File: src/rtl/qe_pkg.sv
package qe_pkg;

  localparam int CordicSteps = 16;
  localparam int SqrtSteps = 32;
  // Pipeline depth from accepted start to result strobe.
  localparam int Latency = 3 + SqrtSteps + 1 + CordicSteps + 2;

  typedef struct packed {
    logic signed [15:0] quat_w;
    logic signed [15:0] quat_x;
    logic signed [15:0] quat_y;
    logic signed [15:0] quat_z;
  } quat_t;

  typedef struct packed {
    logic [15:0] roll_level;
    logic [15:0] pitch_level;
    logic [15:0] yaw_level;
  } levels_t;

  // Operands that ride along the square-root chain.
  typedef struct packed {
    logic signed [31:0] s;
    logic signed [33:0] roll_num;
    logic signed [33:0] roll_den;
    logic signed [33:0] yaw_num;
    logic signed [33:0] yaw_den;
  } side_t;

  typedef struct packed {
    logic signed [37:0] x;
    logic signed [37:0] y;
    logic signed [35:0] z;
  } cord_t;

  localparam logic signed [35:0] PiBam = 36'sd2147483648;

  function automatic logic signed [35:0] atan_bam(input logic [4:0] i);
    logic signed [35:0] a;
    unique case (i)
      5'd0:  a = 36'h020000000;
      5'd1:  a = 36'h012E4051E;
      5'd2:  a = 36'h009FB385B;
      5'd3:  a = 36'h0051111D4;
      5'd4:  a = 36'h0028B0D43;
      5'd5:  a = 36'h00145D7E1;
      5'd6:  a = 36'h000A2F61E;
      5'd7:  a = 36'h000517C55;
      5'd8:  a = 36'h00028BE53;
      5'd9:  a = 36'h000145F2F;
      5'd10: a = 36'h0000A2F98;
      5'd11: a = 36'h0000517CC;
      5'd12: a = 36'h000028BE6;
      5'd13: a = 36'h0000145F3;
      5'd14: a = 36'h00000A2FA;
      5'd15: a = 36'h00000517D;
      5'd16: a = 36'h0000028BE;
      5'd17: a = 36'h00000145F;
      5'd18: a = 36'h000000A30;
      5'd19: a = 36'h000000518;
      5'd20: a = 36'h00000028C;
      5'd21: a = 36'h000000146;
      5'd22: a = 36'h0000000A3;
      5'd23: a = 36'h000000051;
      5'd24: a = 36'h000000029;
      5'd25: a = 36'h000000014;
      5'd26: a = 36'h00000000A;
      5'd27: a = 36'h000000005;
      5'd28: a = 36'h000000003;
      5'd29: a = 36'h000000001;
      5'd30: a = 36'h000000001;
      5'd31: a = 36'h000000000;
      default: a = '0;
    endcase
    return a;
  endfunction

  // Fold a left-half-plane vector into the right half plane by a half turn.
  function automatic cord_t prerotate(input logic signed [37:0] y,
                                      input logic signed [37:0] x);
    cord_t c;
    if (x < 0) begin
      c.x = -x;
      c.y = -y;
      c.z = (y >= 0) ? PiBam : -PiBam;
    end else begin
      c.x = x;
      c.y = y;
      c.z = '0;
    end
    return c;
  endfunction

endpackage

File: src/rtl/qe_level.sv
module qe_level import qe_pkg::*; (
  input  logic               clk,
  input  logic               half_turn,
  input  logic [7:0]         level_count,
  input  logic signed [35:0] angle,
  output logic [15:0]        level
);

  logic signed [35:0] lim;
  logic signed [35:0] clamped;
  logic [32:0]        u;
  logic [40:0]        prod;
  logic [17:0]        q;
  logic [17:0]        top;

  assign lim = half_turn ? (PiBam >>> 1) : PiBam;

  always_comb begin
    if (angle > lim) begin
      clamped = lim;
    end else if (angle < -lim) begin
      clamped = -lim;
    end else begin
      clamped = angle;
    end
  end

  always_ff @(posedge clk) begin
    u <= 33'(clamped + lim);
  end

  // The angle span is 2^32 or 2^31; eight fraction bits come back in.
  assign prod = u * level_count;
  assign q    = half_turn ? prod[40:23] : {1'b0, prod[40:24]};
  assign top  = {2'b00, level_count, 8'd0};

  always_ff @(posedge clk) begin
    level <= (q > top) ? top[15:0] : q[15:0];
  end

endmodule

File: config.mk
export PLATFORM = sky130hd
export DESIGN_NAME = qe_level
export DESIGN_NICKNAME = d
export VERILOG_FILES = /design/src/rtl/qe_pkg.sv /design/src/rtl/qe_level.sv
export SDC_FILE = /design/constraint.sdc
export NUM_CORES = 1
export LEC_CHECK = 0
export ABC_AREA = 1
export BUFFER_PORTS_ARGS = -buffer_cell sky130_fd_sc_hd__buf_2
export CAP_MARGIN = 20
export CORE_MARGIN = 5
export CORE_UTILIZATION = 35
export DETAILED_ROUTE_END_ITERATION = 10
export GPL_TIMING_DRIVEN = 0
export PLACE_DENSITY_LB_ADDON = 0.25
export SYNTH_ARGS = -nofsm -noshare
export SYNTH_HDL_FRONTEND = slang
export SYNTH_SLANG_ARGS = --single-unit
File: constraint.sdc
create_clock -name clk -period 7.3 [get_ports clk]
set_input_delay 0.365 -clock clk [delete_from_list [all_inputs] [get_ports clk]]
set_output_delay 0.365 -clock clk [all_outputs]
set_load 0.005 [all_outputs]
==> results by group <==
Place
  • DP Cell Count: ~2100
  • Detail Placement HPWL: 26600 um
  • GP Congestion: 0.898
  • Port Buffers: 54

Clock tree
  • CTS tree: done
  • Root Buffer: clkbuf_16
  • Clk_lat worst skew: about 0.31 ns
  • CTS H-tree depth: 2
  • Number of buffers created by CTS: 5
  • Clock buffer depth: 2
  • Setup Fix Bufs, Post-CTS: 0
  • Clk slew on worst S/H paths: roughly 0.07 ns
  • Clock sink count: 49

Logic synthesis
  • Synth Register Bits: 49
  • Top post-synthesis cells by area: fa_1 (34%), inv_1 (17%), nand2_1 (15%), dfxtp_1 (8.9%), ha_1 (7.9%)
  • Post-synthesis async set-or-reset flop share: 0%
  • Post-synthesis sequential area ratio: about 9%
  • Largest family of logic cells by synthesized area: adder cells
  • Mapped Cells: roughly 1600
  • Synth Area in Adders: between 40% and 50%
  • Synthesized area: roughly 0.011 mm2
  • Post-synthesis mux area share: 0%
  • Post-synthesis xor/xnor area fraction: less than 1%
  • Synth Area per Inst: 6.79 um2
  • Yosys top cell by area: fa_1
  • Post-synth top flop: dfxtp_1
  • Simple-Gate Fraction of Synth Area: ~25%
  • Warnings, synthesis: 0
  • Number of flops mapped to enable cells by yosys: 0
  • Share of the synthesized area in the top cell type: around a third
  • Syn_nets: around 1900
  • Compound-Gate Fraction of Synth Area: 4.40%
  • Yosys cell types: 40

Route
  • Final WL: around 31000 um
  • Antenna-violating nets left: 0
  • DRT iter0 DRCs: 529
  • TritonRoute pass-1 iters: 6
  • Remaining DRCs: 0
  • DR vias/cell: between 4 and 5
  • Via count: between 9000 and 10000
  • WL per Instance: 15.0 um

Critical path
  • Startpoint types: primary input
  • Slowest cell delay on critical path: 0.65 ns
  • R2r endpoint: level[13]
  • CP Max Fanout: 10
  • Most common cell type on the critical path: nand2_1
  • Worst r2r path cells: 33
  • CP required: 7.50 ns
  • RR Startpoint: u[7]
  • Internal reg-to-reg setup slack: approximately 0.77 ns
  • Slowest-stage cell, CP: clkbuf_1
  • CP endpoint kind: register
  • Crit path arrival time: roughly 7 ns
  • CP Class: primary input to register

Pwr
  • Pwr Density: approximately 160 mW/mm2
  • Leakage: approximately 8.0 nW
  • Power Total: ~2 mW
  • VDD IR max: roughly 0.00011 V

Hold path
  • Hold Crit Class: primary input to register
  • Hold Crit Start: angle[35]
  • Hold depth: 2
  • Worst Hold Path EP: u[32]

GRT
  • Total track usage: a little under a fifth
  • Initial antenna violation count: 0
  • GRT overflow: 0
  • Largest net degree at the start of global routing: 17
  • Vias in the first global route: ~10000
  • First-pass GRT wire length: 52200 um

Layout
  • Most common cell after layout, fill and taps aside: inv_1
  • N_diodes: 0
  • Area Overhead vs Synth: 8.56%
  • Layout fillers: between 3000 and 4000
  • Post-Layout Cell Count: approximately 2100
  • Layout cells sized above 1: between 8 and 9%
  • Most frequent cells in the layout: inv_1 (495), nand2_1 (452), fa_1 (186), nor2_1 (91), ha_1 (70)
  • # nets final: just under 2000
  • Final core occ: about two fifths

Floorplan
  • Core box area: ~0.031 mm2
  • I/O pins: between 60 and 70
  • Die W: between 150 and 200 um
  • Die ar.: 0.0352 mm2
  • Initial Util: 35.2%
  • Number of placement rows: 65
  • Die Y: 188 um

Timing
  • Slew Limit Fails: 0
  • Setup Skew: around 0.0090 ns
  • Hold_ws: just under 0.3 ns
  • Worst-Margin Slew: between 0.7 and 0.8 ns
  • Min cycle time layout: just under 7 ns
  • Tcrit/Tclk final: roughly 93%
  • RSZ-0062 raised after global routing: false
  • Final hold violation count: 0
  • Setup_tns: 0 ns
  • Fmax: around 150 MHz
  • Number of setup violations in the final report: 0
  • Slew headroom: 48.3%

Flow run
  • Max-cap violations: 0

Status
  • Outcome: complete, no violations
[worst max-delay path by stage]
stage	end	startpoint	slack, ns	cells after the start
finish	level[13]	level_count[4]	0.55	34
global route	level[13]	level_count[4]	0.05	33
CTS	level[13]	level_count[7]	0.06	34
detailed placement	level[13]	level_count[7]	-0.24	34
global placement	level[13]	level_count[7]	-0.24	34
floorplan	level[14]	level_count[7]	1.29	36
[timing repair]
item	4_1_cts	5_1_grt
resized for setup	0	31
endpoints found under the setup margin	0	16
hold buffers	0	0
[cells in the mapped netlist, types with 3 or more instances]
library cell,instances
a21o_1,6
a21oi_1,43
buf_1,8
buf_2,5
clkbuf_1,34
clkbuf_2,22
dfxtp_1,49
fa_1,186
ha_1,70
inv_1,495
nand2_1,452
nand2_2,13
nand2_4,4
nand3_1,52
nand3_2,4
nand4_1,14
nor2_1,91
nor2_2,12
nor3_1,10
nor4_1,3
o21ai_0,18
o21bai_1,7
xnor2_1,4
[where the power goes]
part | switching (mW) | internal [mW]
clock | 0.113 | 0.138
combinational | 0.873 | 0.507
sequential | 0.0136 | 0.322
[worst max-delay path, delay by kind of cell]
kind                     cells  cell delay [ns]
AO/OA/AOI/OAI                4             0.99
adder cells (fa/ha/maj)      6             2.48
buffers and inverters        6             1.45
AND/OR/NAND/NOR             18             1.63
[kinds of logic (layout without fill, tap and decap cells)]
family | after synthesis | after routing
fa+ha+maj | 256 | 256
buf+inv | 568 | 630
flops | 49 | 49
xor+xnor | 4 | 4
compound gates | 86 | 86
simple gates | 664 | 664
[cell type report]
class | instances | area [um2] | share of cell area [%]
tap | 402 | 503 | 4.19
multi-input combinational | 1010 | 7880 | 65.7
timing repair buffer | 54 | 270 | 2.25
clock inverter | 2 | 16.3 | 0.136
clock buffer | 6 | 139 | 1.16
buffer | 71 | 338 | 2.82
inverter | 497 | 1870 | 15.6
sequential | 49 | 981 | 8.18
[per-stage QoR]
stage / cell area (um2) / worst slack [ns]
after floorplan: 11000 / 1.29
after CTS: 12000 / 0.0646
after global routing: 12000 / 0.0535
after detailed placement: 11800 / -0.239
final: 12000 / 0.546
after global placement: 11800 / -0.235
[metal layers]
layer / wire (um) / GRT usage (%) / share of wire [%]
met5: 0 / 0 / 0
met4: 850 / 5.65 / 2.7
met3: 1090 / 1.62 / 3.5
met2: 16000 / 34.1 / 51
met1: 13500 / 23.2 / 43
[flip-flops by register name, indices dropped and copies added, names as in the netlist]
| register | count |
|---|---|
| level | 16 |
| u | 33 |
No activity file was read; power rests on OpenSTA's default activity.
