### config.mk
export PLATFORM = sky130hd
export DESIGN_NAME = qe_cordic_cell
export DESIGN_NICKNAME = d
export VERILOG_FILES = /design/src/rtl/qe_pkg.sv /design/src/rtl/qe_cordic_cell.sv
export SDC_FILE = /design/constraint.sdc
export NUM_CORES = 1
export LEC_CHECK = 0
export BUFFER_PORTS_ARGS = -buffer_cell sky130_fd_sc_hd__buf_2
export CAP_MARGIN = 0
export CORE_ASPECT_RATIO = 1.5
export CORE_MARGIN = 2
export CORE_UTILIZATION = 60
export DETAILED_ROUTE_END_ITERATION = 10
export PLACE_DENSITY = 0.86
export SETUP_SLACK_MARGIN = 0.2
export SKIP_CTS_REPAIR_TIMING = 1
export SLEW_MARGIN = 10
export SYNTH_ARGS = -nofsm -noshare
export SYNTH_HDL_FRONTEND = slang
export SYNTH_SLANG_ARGS = --single-unit
### constraint.sdc
create_clock -name clk -period 6.7 [get_ports clk]
set_input_delay 0.335 -clock clk [delete_from_list [all_inputs] [get_ports clk]]
set_output_delay 0.335 -clock clk [all_outputs]
set_load 0.02 [all_outputs]
### src/rtl/qe_pkg.sv
package qe_pkg;

  localparam int CordicSteps = 16;
  localparam int SqrtSteps = 32;
  // Pipeline depth from accepted start to result strobe.
  localparam int Latency = 3 + SqrtSteps + 1 + CordicSteps + 2;

  typedef struct packed {
    logic signed [15:0] quat_w;
    logic signed [15:0] quat_x;
    logic signed [15:0] quat_y;
    logic signed [15:0] quat_z;
  } quat_t;

  typedef struct packed {
    logic [15:0] roll_level;
    logic [15:0] pitch_level;
    logic [15:0] yaw_level;
  } levels_t;

  // Operands that ride along the square-root chain.
  typedef struct packed {
    logic signed [31:0] s;
    logic signed [33:0] roll_num;
    logic signed [33:0] roll_den;
    logic signed [33:0] yaw_num;
    logic signed [33:0] yaw_den;
  } side_t;

  typedef struct packed {
    logic signed [37:0] x;
    logic signed [37:0] y;
    logic signed [35:0] z;
  } cord_t;

  localparam logic signed [35:0] PiBam = 36'sd2147483648;

  function automatic logic signed [35:0] atan_bam(input logic [4:0] i);
    logic signed [35:0] a;
    unique case (i)
      5'd0:  a = 36'h020000000;
      5'd1:  a = 36'h012E4051E;
      5'd2:  a = 36'h009FB385B;
      5'd3:  a = 36'h0051111D4;
      5'd4:  a = 36'h0028B0D43;
      5'd5:  a = 36'h00145D7E1;
      5'd6:  a = 36'h000A2F61E;
      5'd7:  a = 36'h000517C55;
      5'd8:  a = 36'h00028BE53;
      5'd9:  a = 36'h000145F2F;
      5'd10: a = 36'h0000A2F98;
      5'd11: a = 36'h0000517CC;
      5'd12: a = 36'h000028BE6;
      5'd13: a = 36'h0000145F3;
      5'd14: a = 36'h00000A2FA;
      5'd15: a = 36'h00000517D;
      5'd16: a = 36'h0000028BE;
      5'd17: a = 36'h00000145F;
      5'd18: a = 36'h000000A30;
      5'd19: a = 36'h000000518;
      5'd20: a = 36'h00000028C;
      5'd21: a = 36'h000000146;
      5'd22: a = 36'h0000000A3;
      5'd23: a = 36'h000000051;
      5'd24: a = 36'h000000029;
      5'd25: a = 36'h000000014;
      5'd26: a = 36'h00000000A;
      5'd27: a = 36'h000000005;
      5'd28: a = 36'h000000003;
      5'd29: a = 36'h000000001;
      5'd30: a = 36'h000000001;
      5'd31: a = 36'h000000000;
      default: a = '0;
    endcase
    return a;
  endfunction

  // Fold a left-half-plane vector into the right half plane by a half turn.
  function automatic cord_t prerotate(input logic signed [37:0] y,
                                      input logic signed [37:0] x);
    cord_t c;
    if (x < 0) begin
      c.x = -x;
      c.y = -y;
      c.z = (y >= 0) ? PiBam : -PiBam;
    end else begin
      c.x = x;
      c.y = y;
      c.z = '0;
    end
    return c;
  endfunction

endpackage

### src/rtl/qe_cordic_cell.sv
module qe_cordic_cell import qe_pkg::*; (
  input  logic       clk,
  input  logic [4:0] step,
  input  cord_t      cin,
  output cord_t      cout
);

  logic signed [37:0] xs;
  logic signed [37:0] ys;

  assign xs = cin.x >>> step;
  assign ys = cin.y >>> step;

  always_ff @(posedge clk) begin
    if (cin.y >= 0) begin
      cout.x <= cin.x + ys;
      cout.y <= cin.y - xs;
      cout.z <= cin.z + atan_bam(step);
    end else begin
      cout.x <= cin.x - ys;
      cout.y <= cin.y + xs;
      cout.z <= cin.z - atan_bam(step);
    end
  end

endmodule

==> summary.txt <==
Die
  • Io pins: 230
  • Core Box Area: 0.0266 mm²
  • Chip width: 138 µm
  • Die Footprint: 0.0284 mm²
  • Cell Rows: 73
  • DIE HEIGHT: 206 µm
  • Starting Density: 61.1%

Logic synthesis
  • Synth Net Count: 2182
  • Multiplexer share of the synthesized area: 20.3%
  • Mapped Cells: 1939
  • Synth async-reset ratio: 0%
  • Sequential share of the synthesized area: 13.8%
  • Yosys warns: 0
  • Mapped Area: 0.0162 mm²
  • Synth Area in XOR/XNOR: 9.81%
  • Simple-gate share of the synthesized area: 16.7%
  • Post-synthesis compound-gate area fraction: 24.9%
  • #FFs+latches synth: 112
  • Main flop type after synthesis: dfxtp_1
  • Post-synth EDFFs: 0
  • Library cells used by synthesis: 96
  • Synth Area in Adders: 9.76%
  • Largest family of logic cells by synthesized area: compound AO/OA/AOI/OAI gates
  • Syn_area_per_cell: 8.38 µm²

STA
  • Final Max Slew Viols: 0
  • Hold Violations, Final: 0
  • Fin crit period: 6.23 ns
  • Final setup viols: 0
  • Max Clk Rate: 161 MHz
  • Post-route setup TNS: 0 ns
  • RSZ-0062 raised after global routing: false
  • Rel. slew slack: 32.6%
  • Worst setup margin: 0.472 ns
  • Worst slew pin tran: 1.01 ns
  • Final worst-path cycle share: 92.9%

Setup path
  • Slowest stage delay, CP: 0.66 ns
  • Top Family by Delay on Critical Path: compound AO/OA/AOI/OAI gates
  • Critical path type: input port to register
  • CP Launch Type: input port
  • Most common cell on crit path: a21o_1
  • Slowest cell on crit path: or4_1
  • Required time of the critical path: 6.96 ns
  • Critical Path AT: 6.49 ns
  • CP Max Fanout: 55
  • CP bufs+invs: 3
  • Setup crit end kind: register
  • Crit path cell chain: clkbuf_8 -> buf_12 -> mux2_2 -> o22ai_2 -> nor3_1 -> a211oi_1 -> buf_4 -> ha_1 -> nand2_1 -> or4_1 -> o21ai_0 -> xnor2_1 -> ha_1 -> a21o_1 -> a21o_1 -> a221o_1 -> a21o_1 -> a211o_1 -> nor2_1 -> o31ai_1 -> nor4_1 -> o41ai_1 -> xnor2_1

Clock network
  • CTS max path bufs: 2
  • H-tree depth: 3
  • CTS Buf Count: 9
  • # clock sinks: 112
  • Worst-path clk slew: 0.08 ns
  • Root buffer cell: clkbuf_16
  • CTS tree: done

Global routing
  • Largest net degree at the start of global routing: 56
  • Total gr overflow: 0
  • Antenna violations before repair: 0
  • Global Route Usage Sum: 43.7%
  • Number of global-route vias before repair: 17.0k
  • First-pass GRT wire length: 96200 µm

Cells and area
  • Multi-input gate area: 0.0133 mm²
  • Nets: 2388
  • Seq. cell area: 0.00224 mm²
  • Layout cells sized above 1: 22.7%
  • Fillers: 2211
  • Area Growth Syn to Fin: 12.1%
  • Max FFs per register: 112
  • Ant diodes: 0
  • Largest regs: cout (112)
  • Largest Register: cout

Route
  • Detailed Route WL: 64000 µm
  • Via count: 17.5k
  • Residual DRC: 0
  • DR WL/cell: 25.7 µm
  • 1st-pass router iterations: 7
  • Antenna Nets Post-Route: 0
  • Detail-routed via count per cell: 7.03
  • Iteration-0 DRC Markers: 2125

Power
  • Maximum vdd drop: 266 µV
  • Leak Pwr: 7.88 nW
  • Combinational group share of total power: 62.6%
  • Sw power: 2.04 mW
  • Sequential share of power: 23.3%
  • Cell internal pwr: 2.31 mW
  • Clock power frac: 14.1%
  • Pwr Density: 238 mW/mm²
  • Switching Fraction: 46.9%

Status
  • Status: finished clean

Min path
  • Min-Delay Endpoint: cout[0]
  • Min-delay src: cin[0]
  • Worst hold path type: input port to register
  • Hold Path Cell Cnt: 2

Placed design
  • Port buffer count: 229
  • Dpl ws: 0.0717 ns
  • Final HPWL DP: 50000 µm
  • RePlAce Congestion: 1.10

Run
  • Max Cap Viol: 0
metal layers:
metal  part of all wire, %  wire length [µm]  track usage (%)
met5                     0                 0                0
met4                   9.5              6070             34.7
met3                   9.9              6360             7.68
met2                    47             29800             73.9
met1                    34             21800             48.6
layout make-up:
class	count	area share [%]
clock inverters	5	0.336
repair buffers	304	9.90
flip-flops and latches	112	12.3
clock buffers	11	1.39
multi-input cells	1671	72.8
well taps	337	2.31
inverters	47	0.989
synth_stat cells (18+ instances only):
| cell type | instances | share of area, % |
|---|---|---|
| inv_1 | 44 | 1.0 |
| nand2_1 | 155 | 3.6 |
| buf_2 | 27 | 0.83 |
| mux2_2 | 40 | 2.8 |
| mux4_2 | 83 | 12 |
| o21ai_0 | 118 | 3.6 |
| nor2_1 | 163 | 3.8 |
| ha_1 | 122 | 9.4 |
| a211oi_1 | 20 | 0.92 |
| a21o_1 | 58 | 2.7 |
| nand3_1 | 36 | 1.1 |
| buf_4 | 19 | 0.88 |
| nor2b_1 | 18 | 0.69 |
| clkbuf_1 | 41 | 0.95 |
| nor3_1 | 41 | 1.3 |
| o31ai_1 | 18 | 0.83 |
| xnor2_1 | 123 | 6.6 |
| nand2b_1 | 35 | 1.3 |
| o21a_1 | 30 | 1.4 |
| dfxtp_1 | 112 | 14 |
| o22ai_1 | 19 | 0.73 |
| xor2_1 | 59 | 3.2 |
| mux2i_1 | 74 | 4.6 |
| a21oi_1 | 138 | 4.3 |
how the worst max path moves through the flow:
stage | from | endpoint | slack [ns] | cells past startpoint
6_report | step[2] | cout[73] | 0.47 | 23
5_1_grt | step[2] | cout[111] | 0.24 | 23
4_1_cts | step[0] | cout[109] | 0.48 | 24
3_5_place_dp | step[2] | cout[72] | 0.07 | 23
3_3_place_gp | step[2] | cout[72] | 0.10 | 23
2_1_floorplan | step[1] | cout[73] | 0.67 | 26
kinds of logic (layout without fill, tap and decap cells):
logic type,after synthesis,count (layout)
flip-flops,112,112
AO/OA/AOI/OAI,598,598
buffers and inverters,156,367
XOR/XNOR,182,182
AND/OR/NAND/NOR,559,559
adder cells (fa/ha/maj),125,125
multiplexers,207,207
stage by stage:
stage,cell area (µm²),power (mW),instances,utilization (%),hold slack (ns)
2_1_floorplan,16200,2.86,1939,-,0.465
6_report,18200,4.34,2487,68.6,0.179
3_3_place_gp,17900,3.63,2471,67.3,0.563
3_5_place_dp,17900,3.68,2471,67.3,0.579
5_1_grt,18200,4.56,2487,68.6,0.189
4_1_cts,18200,4.29,2487,68.4,0.176
layout by cell type, fill, tap and decap left out, types with 14 or more instances in the layout:
cell type,Yosys,layout
mux4_2,83,83
o21ai_0,118,118
nor2b_1,18,18
o211ai_1,15,15
nand2b_1,35,35
or2_2,16,16
inv_1,44,44
a221oi_1,14,14
nor3_1,41,41
and2_1,16,16
and3_1,15,15
mux2i_1,74,73
o21a_1,30,30
dfxtp_1,112,112
buf_2,27,225
ha_1,122,122
a21o_1,58,58
buf_4,19,71
mux2_2,40,40
nor2_1,163,163
a211oi_1,20,20
nand3_1,36,36
o31ai_1,18,18
xor2_1,59,59
nand2_1,155,155
o21bai_1,15,15
a21oi_1,138,138
a22oi_1,16,16
xnor2_1,123,123
o22ai_1,19,18
power by group through the flow:
stage	combinational (mW)	clock (mW)	sequential [mW]
2_1_floorplan	1.45	0	1.40
3_3_place_gp	2.61	0	1.02
3_5_place_dp	2.65	0	1.03
4_1_cts	2.67	0.612	1.01
5_1_grt	2.89	0.631	1.03
6_report	2.72	0.611	1.01
Power figures use the tool's default switching activity.
