==> src/rtl/qe_pkg.sv <==
package qe_pkg;

  localparam int CordicSteps = 16;
  localparam int SqrtSteps = 32;
  // Pipeline depth from accepted start to result strobe.
  localparam int Latency = 3 + SqrtSteps + 1 + CordicSteps + 2;

  typedef struct packed {
    logic signed [15:0] quat_w;
    logic signed [15:0] quat_x;
    logic signed [15:0] quat_y;
    logic signed [15:0] quat_z;
  } quat_t;

  typedef struct packed {
    logic [15:0] roll_level;
    logic [15:0] pitch_level;
    logic [15:0] yaw_level;
  } levels_t;

  // Operands that ride along the square-root chain.
  typedef struct packed {
    logic signed [31:0] s;
    logic signed [33:0] roll_num;
    logic signed [33:0] roll_den;
    logic signed [33:0] yaw_num;
    logic signed [33:0] yaw_den;
  } side_t;

  typedef struct packed {
    logic signed [37:0] x;
    logic signed [37:0] y;
    logic signed [35:0] z;
  } cord_t;

  localparam logic signed [35:0] PiBam = 36'sd2147483648;

  function automatic logic signed [35:0] atan_bam(input logic [4:0] i);
    logic signed [35:0] a;
    unique case (i)
      5'd0:  a = 36'h020000000;
      5'd1:  a = 36'h012E4051E;
      5'd2:  a = 36'h009FB385B;
      5'd3:  a = 36'h0051111D4;
      5'd4:  a = 36'h0028B0D43;
      5'd5:  a = 36'h00145D7E1;
      5'd6:  a = 36'h000A2F61E;
      5'd7:  a = 36'h000517C55;
      5'd8:  a = 36'h00028BE53;
      5'd9:  a = 36'h000145F2F;
      5'd10: a = 36'h0000A2F98;
      5'd11: a = 36'h0000517CC;
      5'd12: a = 36'h000028BE6;
      5'd13: a = 36'h0000145F3;
      5'd14: a = 36'h00000A2FA;
      5'd15: a = 36'h00000517D;
      5'd16: a = 36'h0000028BE;
      5'd17: a = 36'h00000145F;
      5'd18: a = 36'h000000A30;
      5'd19: a = 36'h000000518;
      5'd20: a = 36'h00000028C;
      5'd21: a = 36'h000000146;
      5'd22: a = 36'h0000000A3;
      5'd23: a = 36'h000000051;
      5'd24: a = 36'h000000029;
      5'd25: a = 36'h000000014;
      5'd26: a = 36'h00000000A;
      5'd27: a = 36'h000000005;
      5'd28: a = 36'h000000003;
      5'd29: a = 36'h000000001;
      5'd30: a = 36'h000000001;
      5'd31: a = 36'h000000000;
      default: a = '0;
    endcase
    return a;
  endfunction

  // Fold a left-half-plane vector into the right half plane by a half turn.
  function automatic cord_t prerotate(input logic signed [37:0] y,
                                      input logic signed [37:0] x);
    cord_t c;
    if (x < 0) begin
      c.x = -x;
      c.y = -y;
      c.z = (y >= 0) ? PiBam : -PiBam;
    end else begin
      c.x = x;
      c.y = y;
      c.z = '0;
    end
    return c;
  endfunction

endpackage

==> src/rtl/qe_sqrt_cell.sv <==
module qe_sqrt_cell import qe_pkg::*; (
  input  logic        clk,
  input  logic [4:0]  step,
  input  logic [63:0] n_in,
  input  logic [63:0] res_in,
  input  side_t       side_in,
  output logic [63:0] n_out,
  output logic [63:0] res_out,
  output side_t       side_out
);

  logic [5:0]  bit_pos;
  logic [63:0] bit_val;
  logic [63:0] trial;

  assign bit_pos = 6'd62 - {step, 1'b0};
  assign bit_val = 64'd1 << bit_pos;
  assign trial   = res_in + bit_val;

  always_ff @(posedge clk) begin
    if (n_in >= trial) begin
      n_out   <= n_in - trial;
      res_out <= (res_in >> 1) + bit_val;
    end else begin
      n_out   <= n_in;
      res_out <= res_in >> 1;
    end
    side_out <= side_in;
  end

endmodule

==> config.mk <==
export PLATFORM = sky130hd
export DESIGN_NAME = qe_sqrt_cell
export DESIGN_NICKNAME = d
export VERILOG_FILES = /design/src/rtl/qe_pkg.sv /design/src/rtl/qe_sqrt_cell.sv
export SDC_FILE = /design/constraint.sdc
export NUM_CORES = 1
export LEC_CHECK = 0
export BUFFER_PORTS_ARGS = -buffer_cell sky130_fd_sc_hd__buf_2
export CAP_MARGIN = 30
export CORE_AREA = 2 2 230 232
export CTS_CLUSTER_DIAMETER = 100
export DETAILED_ROUTE_END_ITERATION = 6
export DIE_AREA = 0 0 232 234
export GPL_TIMING_DRIVEN = 0
export HOLD_SLACK_MARGIN = 0.12
export SLEW_MARGIN = 20
export SYNTH_ARGS = -nofsm -noshare
export SYNTH_HDL_FRONTEND = slang
export SYNTH_SLANG_ARGS = --single-unit
==> constraint.sdc <==
create_clock -name clk -period 19.2 [get_ports clk]
set_clock_uncertainty 0.2 [all_clocks]
set_input_delay 1.92 -clock clk [delete_from_list [all_inputs] [get_ports clk]]
set_output_delay 1.92 -clock clk [all_outputs]
set_load 0.02 [all_outputs]
==> results of run 1 <==
==> metal layers <==
layer	up-vias	global-route usage	share of wire
met5	-	0	0.00085
met4	10	0.09876	0.032
met3	127	0.05350	0.058
met2	613	0.5262	0.49
met1	8234	0.3590	0.42
li1	8110	-	-
==> flip-flops by register name, summed over array words and instances, names as in the netlist <==
name and cells:
res_out 64, side_out 168, n_out 64
==> report_power, final <==
| part | leakage (nW) | internal, W | switching, W |
|---|---|---|---|
| clock network | 0.612 | 0.000437 | 0.000283 |
| registers | 2.50 | 0.000674 | 0.0000244 |
| logic | 6.74 | 0.000172 | 0.000346 |
==> cell families (layout without fill, tap and decap cells) <==
kind of cell               after synthesis  after routing  share of synthesized area
AOI/OAI and AO/OA                      551            551                     0.2184
xor gates and xnor gates               178            178                    0.09545
adders and majority gates              129            129                    0.09897
buffers and inverters                  108            765                    0.02888
DFF                                    296            296                     0.3628
muxes                                   20             20                    0.01333
other                                    0              6                          0
and+or+nand+nor                        619            619                     0.1822
==> area by class of cell <==
| class | count | area [sq um] |
|---|---|---|
| clock inverter | 12 | 188.9 |
| buffer | 75 | 347.8 |
| tap | 688 | 860.8 |
| timing repair buffer | 592 | 2963 |
| antenna | 6 | 15.01 |
| multi-input combinational | 1497 | 9936 |
| sequential | 296 | 5926 |
| inverter | 33 | 123.9 |
| fill | 5390 | 30610 |
| clock buffer | 53 | 1055 |
==> cell usage in the layout (no fill, tap or decap), types with 6 or more instances in the layout <==
master,count
buf_2,615
dfxtp_1,296
nand2_1,211
o21ai_0,151
nor2_1,147
ha_1,126
a21oi_1,117
xor2_1,94
xnor2_1,84
a31oi_1,62
a21o_1,54
clkbuf_1,52
nand3_1,42
nand4_1,41
clkbuf_16,36
inv_1,33
o21bai_1,30
nor3_1,29
nor2b_1,25
nand2b_1,22
and2_1,22
and3_1,17
or3_1,16
a31o_2,16
mux2_2,14
o211ai_1,13
o21a_1,12
a21boi_0,10
o31ai_1,9
nor3b_1,9
clkbuf_8,9
o21ai_1,8
a211oi_1,8
nor4_1,7
diode_2,6
and4_1,6
mux2i_1,6
==> per-stage QoR <==
stage          hold WS (ps)  setup slack (ps)  utilization   power, W  instances
6_report               1272              9599       0.4116   0.001936       3252
5_1_grt                1251              9261       0.4116   0.002009       3251
4_1_cts                1241              9618       0.4114   0.001947       3246
3_5_place_dp           1824              9053       0.3874   0.001224       3181
3_3_place_gp           1822              9085       0.3874   0.001225       3181
2_1_floorplan          1748             11750            -  0.0009984       1901
==> worst paths after layout <==
path	from	to
max	step[0]	res_out[48]
min	side_in[49]	side_out[49]
==> impl_summary.log, run 1 <==
[metrics] first-pass iteration count of the detailed router: 6
[metrics] initial antenna violation count: 16
[metrics] Top Family by Delay on Critical Path: compound AO/OA/AOI/OAI gates
[metrics] CTS tree: done
[metrics] delay of the slowest critical-path stage: 580 ps
[metrics] core box area: 0.05202 sq mm
[metrics] clock root cell: clkbuf_16
[metrics] maximum achievable frequency: 0.1042 GHz
[metrics] number of synthesized flops with an enable pin: 0
[metrics] Antenna Violating Nets Remaining: 0
[metrics] Num Clock Sinks: 296
[metrics] worst path buffer plus inverter count: 6
[metrics] total via count after detailed routing: 17090
[metrics] gp weighted congestion: 0.9743
[metrics] share of synthesized flip-flops with an asynchronous set or reset: 0
[metrics] most frequently used flop master after synthesis: dfxtp_1
[metrics] area of the die: 0.05429 sq mm
[metrics] yosys synthesis warning count: 0
[metrics] growth of design area from synthesis to finish: 31.12%
[metrics] power density cells: 90.41 mW/mm^2
[metrics] largest net degree at the start of global routing: 14
[metrics] final setup fails: 0
[metrics] count of unresolved DRC violations after routing: 0
[metrics] ports placed on the boundary: 598
[metrics] number of distinct library cells after synthesis: 91
[metrics] total count of hold-check failures in the final report: 0
[metrics] Post-Syn Area per Cell: 8.592 sq um
[metrics] Port Buf Inserts: 592
[metrics] effective utilization at floorplan: 0.3139
[metrics] post-cts gate resize count: 0
[metrics] max-slew headroom at the worst pin: 0.4432
[metrics] cell type with the highest aggregate area in the netlist: dfxtp_1
[metrics] status: finished, final reports clean
[metrics] via count of the first global-routing pass: 16430
[metrics] cell area after layout: 0.02142 sq mm
[metrics] setup repair after global routing missed its margin: false
[metrics] wire length reported by the detailed router: 84410 um
[metrics] HPWL Detailed: 71660 um
[metrics] cell with the most instances after synthesis: dfxtp_1
[metrics] wire length of the first global-routing pass: 115500 um
[metrics] Initial DRC Count: 1124
[metrics] clock-pin slew on the worst setup and hold paths: 60 ps
[metrics] area share of the leading cell type in the synthesized netlist: 0.3628
[metrics] Hold Path Stages: 1
[metrics] number of standard cells after synthesis: 1901
[metrics] Final Slew Violations: 0
[metrics] final critical path time including I/O delays and setup: 9601 ps
[metrics] Post-Place Cell Area: 0.02016 sq mm
[metrics] WL/cell: 25.96 um
[metrics] Die Span Y: 234 um
[metrics] count of state elements after synthesis: 296
[metrics] static leakage: 9.846 nW
[metrics] startpoint type of the worst setup path: input pin
[metrics] standard-cell rows: 84
[metrics] largest buffer count on any clock path: 3
[metrics] kind of end point of the critical path: flop
[metrics] maximum fanout along the worst path: 10
[metrics] final worst path period share: 0.5000
[metrics] transition time at the pin with the least slew margin: 828.1 ps
[metrics] arrival time at the worst endpoint: 9820 ps
[metrics] Tightest Hold Check Type: input pin to flop
[metrics] Mapped Nets: 2330
[metrics] cts-stage hold buffer count: 0
[metrics] total global routing overflow: 0
[metrics] Critical Path Stages: 29
[metrics] Required @ worst endpoint: 19420 ps
[metrics] number of buffers inserted to repair setup after CTS: 0
[metrics] Slowest-stage cell, CP: a211oi_2
[metrics] TritonCTS buffer count: 36
[metrics] nets@finish: 2960
[metrics] Max Cap Violations: 0
[metrics] H-tree levels: 2
[metrics] portion of the post-synthesis area used by sequential elements: 0.3628
[metrics] GRT Total Usage: 0.2960
[metrics] post-synthesis instance area: 0.01633 sq mm
[metrics] Max rail drop VDD: 0.06197 mV
[metrics] CP Class: input pin to flop
[metrics] Die Width: 232 um
[metrics] most frequent cells after synthesis: 296 x dfxtp_1, 211 x nand2_1, 151 x o21ai_0
[metrics] detail-routed via count per cell: 5.256
[metrics] most area-consuming cells after synthesis: dfxtp_1 36%, ha_1 9.7%, xor2_1 5.0%, nand2_1 4.8%, o21ai_0 4.6%
[metrics] share of final-layout standard cells stronger than drive strength 1: 0.2897
[metrics] Post-Route Setup TNS: 0 ps
Power figures use the tool's default switching activity.
==> run 2, diff against run 1 <==
--- a/config.mk
+++ b/config.mk
@@ -7,10 +7,10 @@
 export LEC_CHECK = 0
 export BUFFER_PORTS_ARGS = -buffer_cell sky130_fd_sc_hd__buf_2
 export CAP_MARGIN = 30
-export CORE_AREA = 2 2 230 232
+export CORE_AREA = 2 2 235 237
 export CTS_CLUSTER_DIAMETER = 100
 export DETAILED_ROUTE_END_ITERATION = 6
-export DIE_AREA = 0 0 232 234
+export DIE_AREA = 0 0 237 239
 export GPL_TIMING_DRIVEN = 0
 export HOLD_SLACK_MARGIN = 0.12
 export SLEW_MARGIN = 20
==> constraint.sdc (replaced) <==
create_clock -name clk -period 8.45 [get_ports clk]
set_clock_uncertainty 0.2 [all_clocks]
set_input_delay 0.845 -clock clk [delete_from_list [all_inputs] [get_ports clk]]
set_output_delay 0.845 -clock clk [all_outputs]
set_load 0.02 [all_outputs]
==> run 2 against run 1 <==
Final cell count up 0.49%. Non-clock buffer count increased by 3. Clock power up 110%. Cell area is 0.25% lower. Flip-flop and latch count stayed put. The flow now finishes with violations (design-rule violations). Largest cell class unchanged. Critical endpoint unchanged. Hold slack worse by 1100 ps. Core utilization is 1.9 points lower. Critical path type unchanged. Sequential share of layout area is 0.068 points higher.
==> impl_summary.log, run 2 (same netlist as run 1, synthesis figures left out) <==
[metrics] setup slack after layout: 465.9 ps
[metrics] H-tree levels: 2
[metrics] core box area: 0.05434 sq mm
[metrics] largest net degree at the start of global routing: 13
[metrics] Final Slew Violations: 0
[metrics] Die Width: 237 um
[metrics] Port Buf Inserts: 592
[metrics] gp weighted congestion: 0.9503
[metrics] final setup fails: 0
[metrics] setup repair after global routing missed its margin: false
[metrics] internal power: 0.002816 W
[metrics] Die Span Y: 239 um
[metrics] most flop-heavy register: side_out
[metrics] effective utilization at floorplan: 0.3006
[metrics] violations in the final reports: design-rule violations
[metrics] Setup Slack @ Placement: -558.1 ps
[metrics] final hold slack: 192.2 ps
[metrics] initial antenna violation count: 24
[metrics] power density cells: 200.9 mW/mm^2
[metrics] total count of hold-check failures in the final report: 0
[metrics] growth of design area from synthesis to finish: 30.80%
[metrics] maximum achievable frequency: 0.1252 GHz
[metrics] Post-Route Setup TNS: 0 ps
[metrics] max FFs per register: 168
[metrics] net switching fraction of the power: 0.3441
[metrics] cell area after layout: 0.02136 sq mm
[metrics] WL/cell: 25.64 um
[metrics] max-slew headroom at the worst pin: 0.4780
[metrics] post-cts gate resize count: 0
[metrics] maximum fanout along the worst path: 10
[metrics] Required @ worst endpoint: 8670 ps
[metrics] GRT Total Usage: 0.2827
[metrics] largest registers: side_out x168, n_out x64, res_out x64
[metrics] static leakage: 9.804 nW
[metrics] ports placed on the boundary: 598
[metrics] total via count after detailed routing: 16990
[metrics] CP Class: input pin to flop
[metrics] nets@finish: 2963
[metrics] power share of the combinational group: 0.275
[metrics] Initial DRC Count: 1085
[metrics] Slowest-stage cell, CP: buf_2
[metrics] startpoint type of the worst setup path: input pin
[metrics] area of the die: 0.05664 sq mm
[metrics] largest buffer count on any clock path: 3
[metrics] most frequent cells in the layout: 615 x buf_2, 296 x dfxtp_1, 211 x nand2_1
[metrics] Tightest Hold Check Type: input pin to flop
[metrics] relative contribution of the clock network to total power: 0.357
[metrics] status: finished, violations left
[metrics] wire length of the first global-routing pass: 115400 um
[metrics] Util after Layout: 0.3931
[metrics] count of unresolved DRC violations after routing: 3
[metrics] Max rail drop VDD: 0.1334 mV
[metrics] final critical path time including I/O delays and setup: 7984 ps
[metrics] final worst path period share: 0.9449
[metrics] Antenna Violating Nets Remaining: 0
[metrics] net switching power: 0.001477 W
[metrics] clock root cell: clkbuf_16
[metrics] via count of the first global-routing pass: 16600
[metrics] arrival time at the worst endpoint: 8200 ps
[metrics] cts-stage hold buffer count: 0
[metrics] total global routing overflow: 0
[metrics] wire length reported by the detailed router: 83780 um
[metrics] Num Clock Sinks: 296
[metrics] clock-pin slew on the worst setup and hold paths: 50 ps
[metrics] standard-cell rows: 86
[metrics] proportion of power drawn by flip-flops and latches: 0.368
[metrics] transition time at the pin with the least slew margin: 776.4 ps
[metrics] TritonCTS buffer count: 36
[metrics] CTS tree: done
[metrics] leading cell type in the layout, fill and taps excluded: buf_2
[metrics] delay of the slowest critical-path stage: 510 ps
[metrics] Max Cap Violations: 0
[metrics] HPWL Detailed: 70890 um
[metrics] first-pass iteration count of the detailed router: 7
[metrics] detail-routed via count per cell: 5.199
[metrics] share of final-layout standard cells stronger than drive strength 1: 0.2896
[metrics] Post-Place Cell Area: 0.02018 sq mm
[metrics] kind of end point of the critical path: flop
run 2: changes by cell type in the layout (fill, tap and decap cells not counted), sizes merged:
cell	change
clkinv	-1
diode	+3
inv	+1
clkinvlp	+2
buf	+3
clkbuf	-6
bufinv	-2
run 2: per-stage QoR:
step | power [W] | instances
floorplan | 0.002269 | 1901
global placement | 0.002779 | 3197
detailed placement | 0.002778 | 3197
CTS | 0.004325 | 3257
global route | 0.004466 | 3268
finish | 0.004292 | 3268
run 2: worst max-delay path, delay by kind of cell:
kind	cells	cell delay, ps
buf+inv	7	2060
simple gates	5	820
fa+ha+maj	3	940
compound gates	14	3240
xor+xnor	1	280
run 2: final timing paths:
kind	startpoint	to	slack [ps]	cells past startpoint
worst max-delay path	step[0]	res_out[48]	470	30
worst min-delay path	side_in[5]	side_out[5]	190	1
run 2: final cells by class:
type	instances	area, sq um
Inverter	33	123.9
Multi-Input combinational cell	1497	9936
Antenna cell	9	22.52
Buffer	75	347.8
Timing Repair Buffer	595	2985
Sequential cell	296	5926
Fill cell	5678	32980
Tap cell	704	880.8
Clock inverter	12	148.9
Clock buffer	47	992.2
run 2: what timing repair did:
| action | CTS | global route |
|---|---|---|
| endpoints found under the setup margin | 1 | 2 |
| pin swaps | 1 | 1 |
| buffers inserted | 1 | 2 |
run 2: routing by layer:
metal,share of wire,track usage,up-vias
met5,0.0014,0,-
met4,0.049,0.1362,20
met3,0.062,0.05658,146
met2,0.48,0.4822,641
met1,0.41,0.3403,8059
li1,-,-,8123
run 2: power by group through the flow:
stage,sequential [W],clock [W],combinational [W]
after floorplan,0.00177,0,0.000500
after global placement,0.00161,0,0.00117
after detailed placement,0.00161,0,0.00117
after CTS,0.00158,0.00157,0.00118
after global routing,0.00159,0.00161,0.00126
final,0.00158,0.00153,0.00118
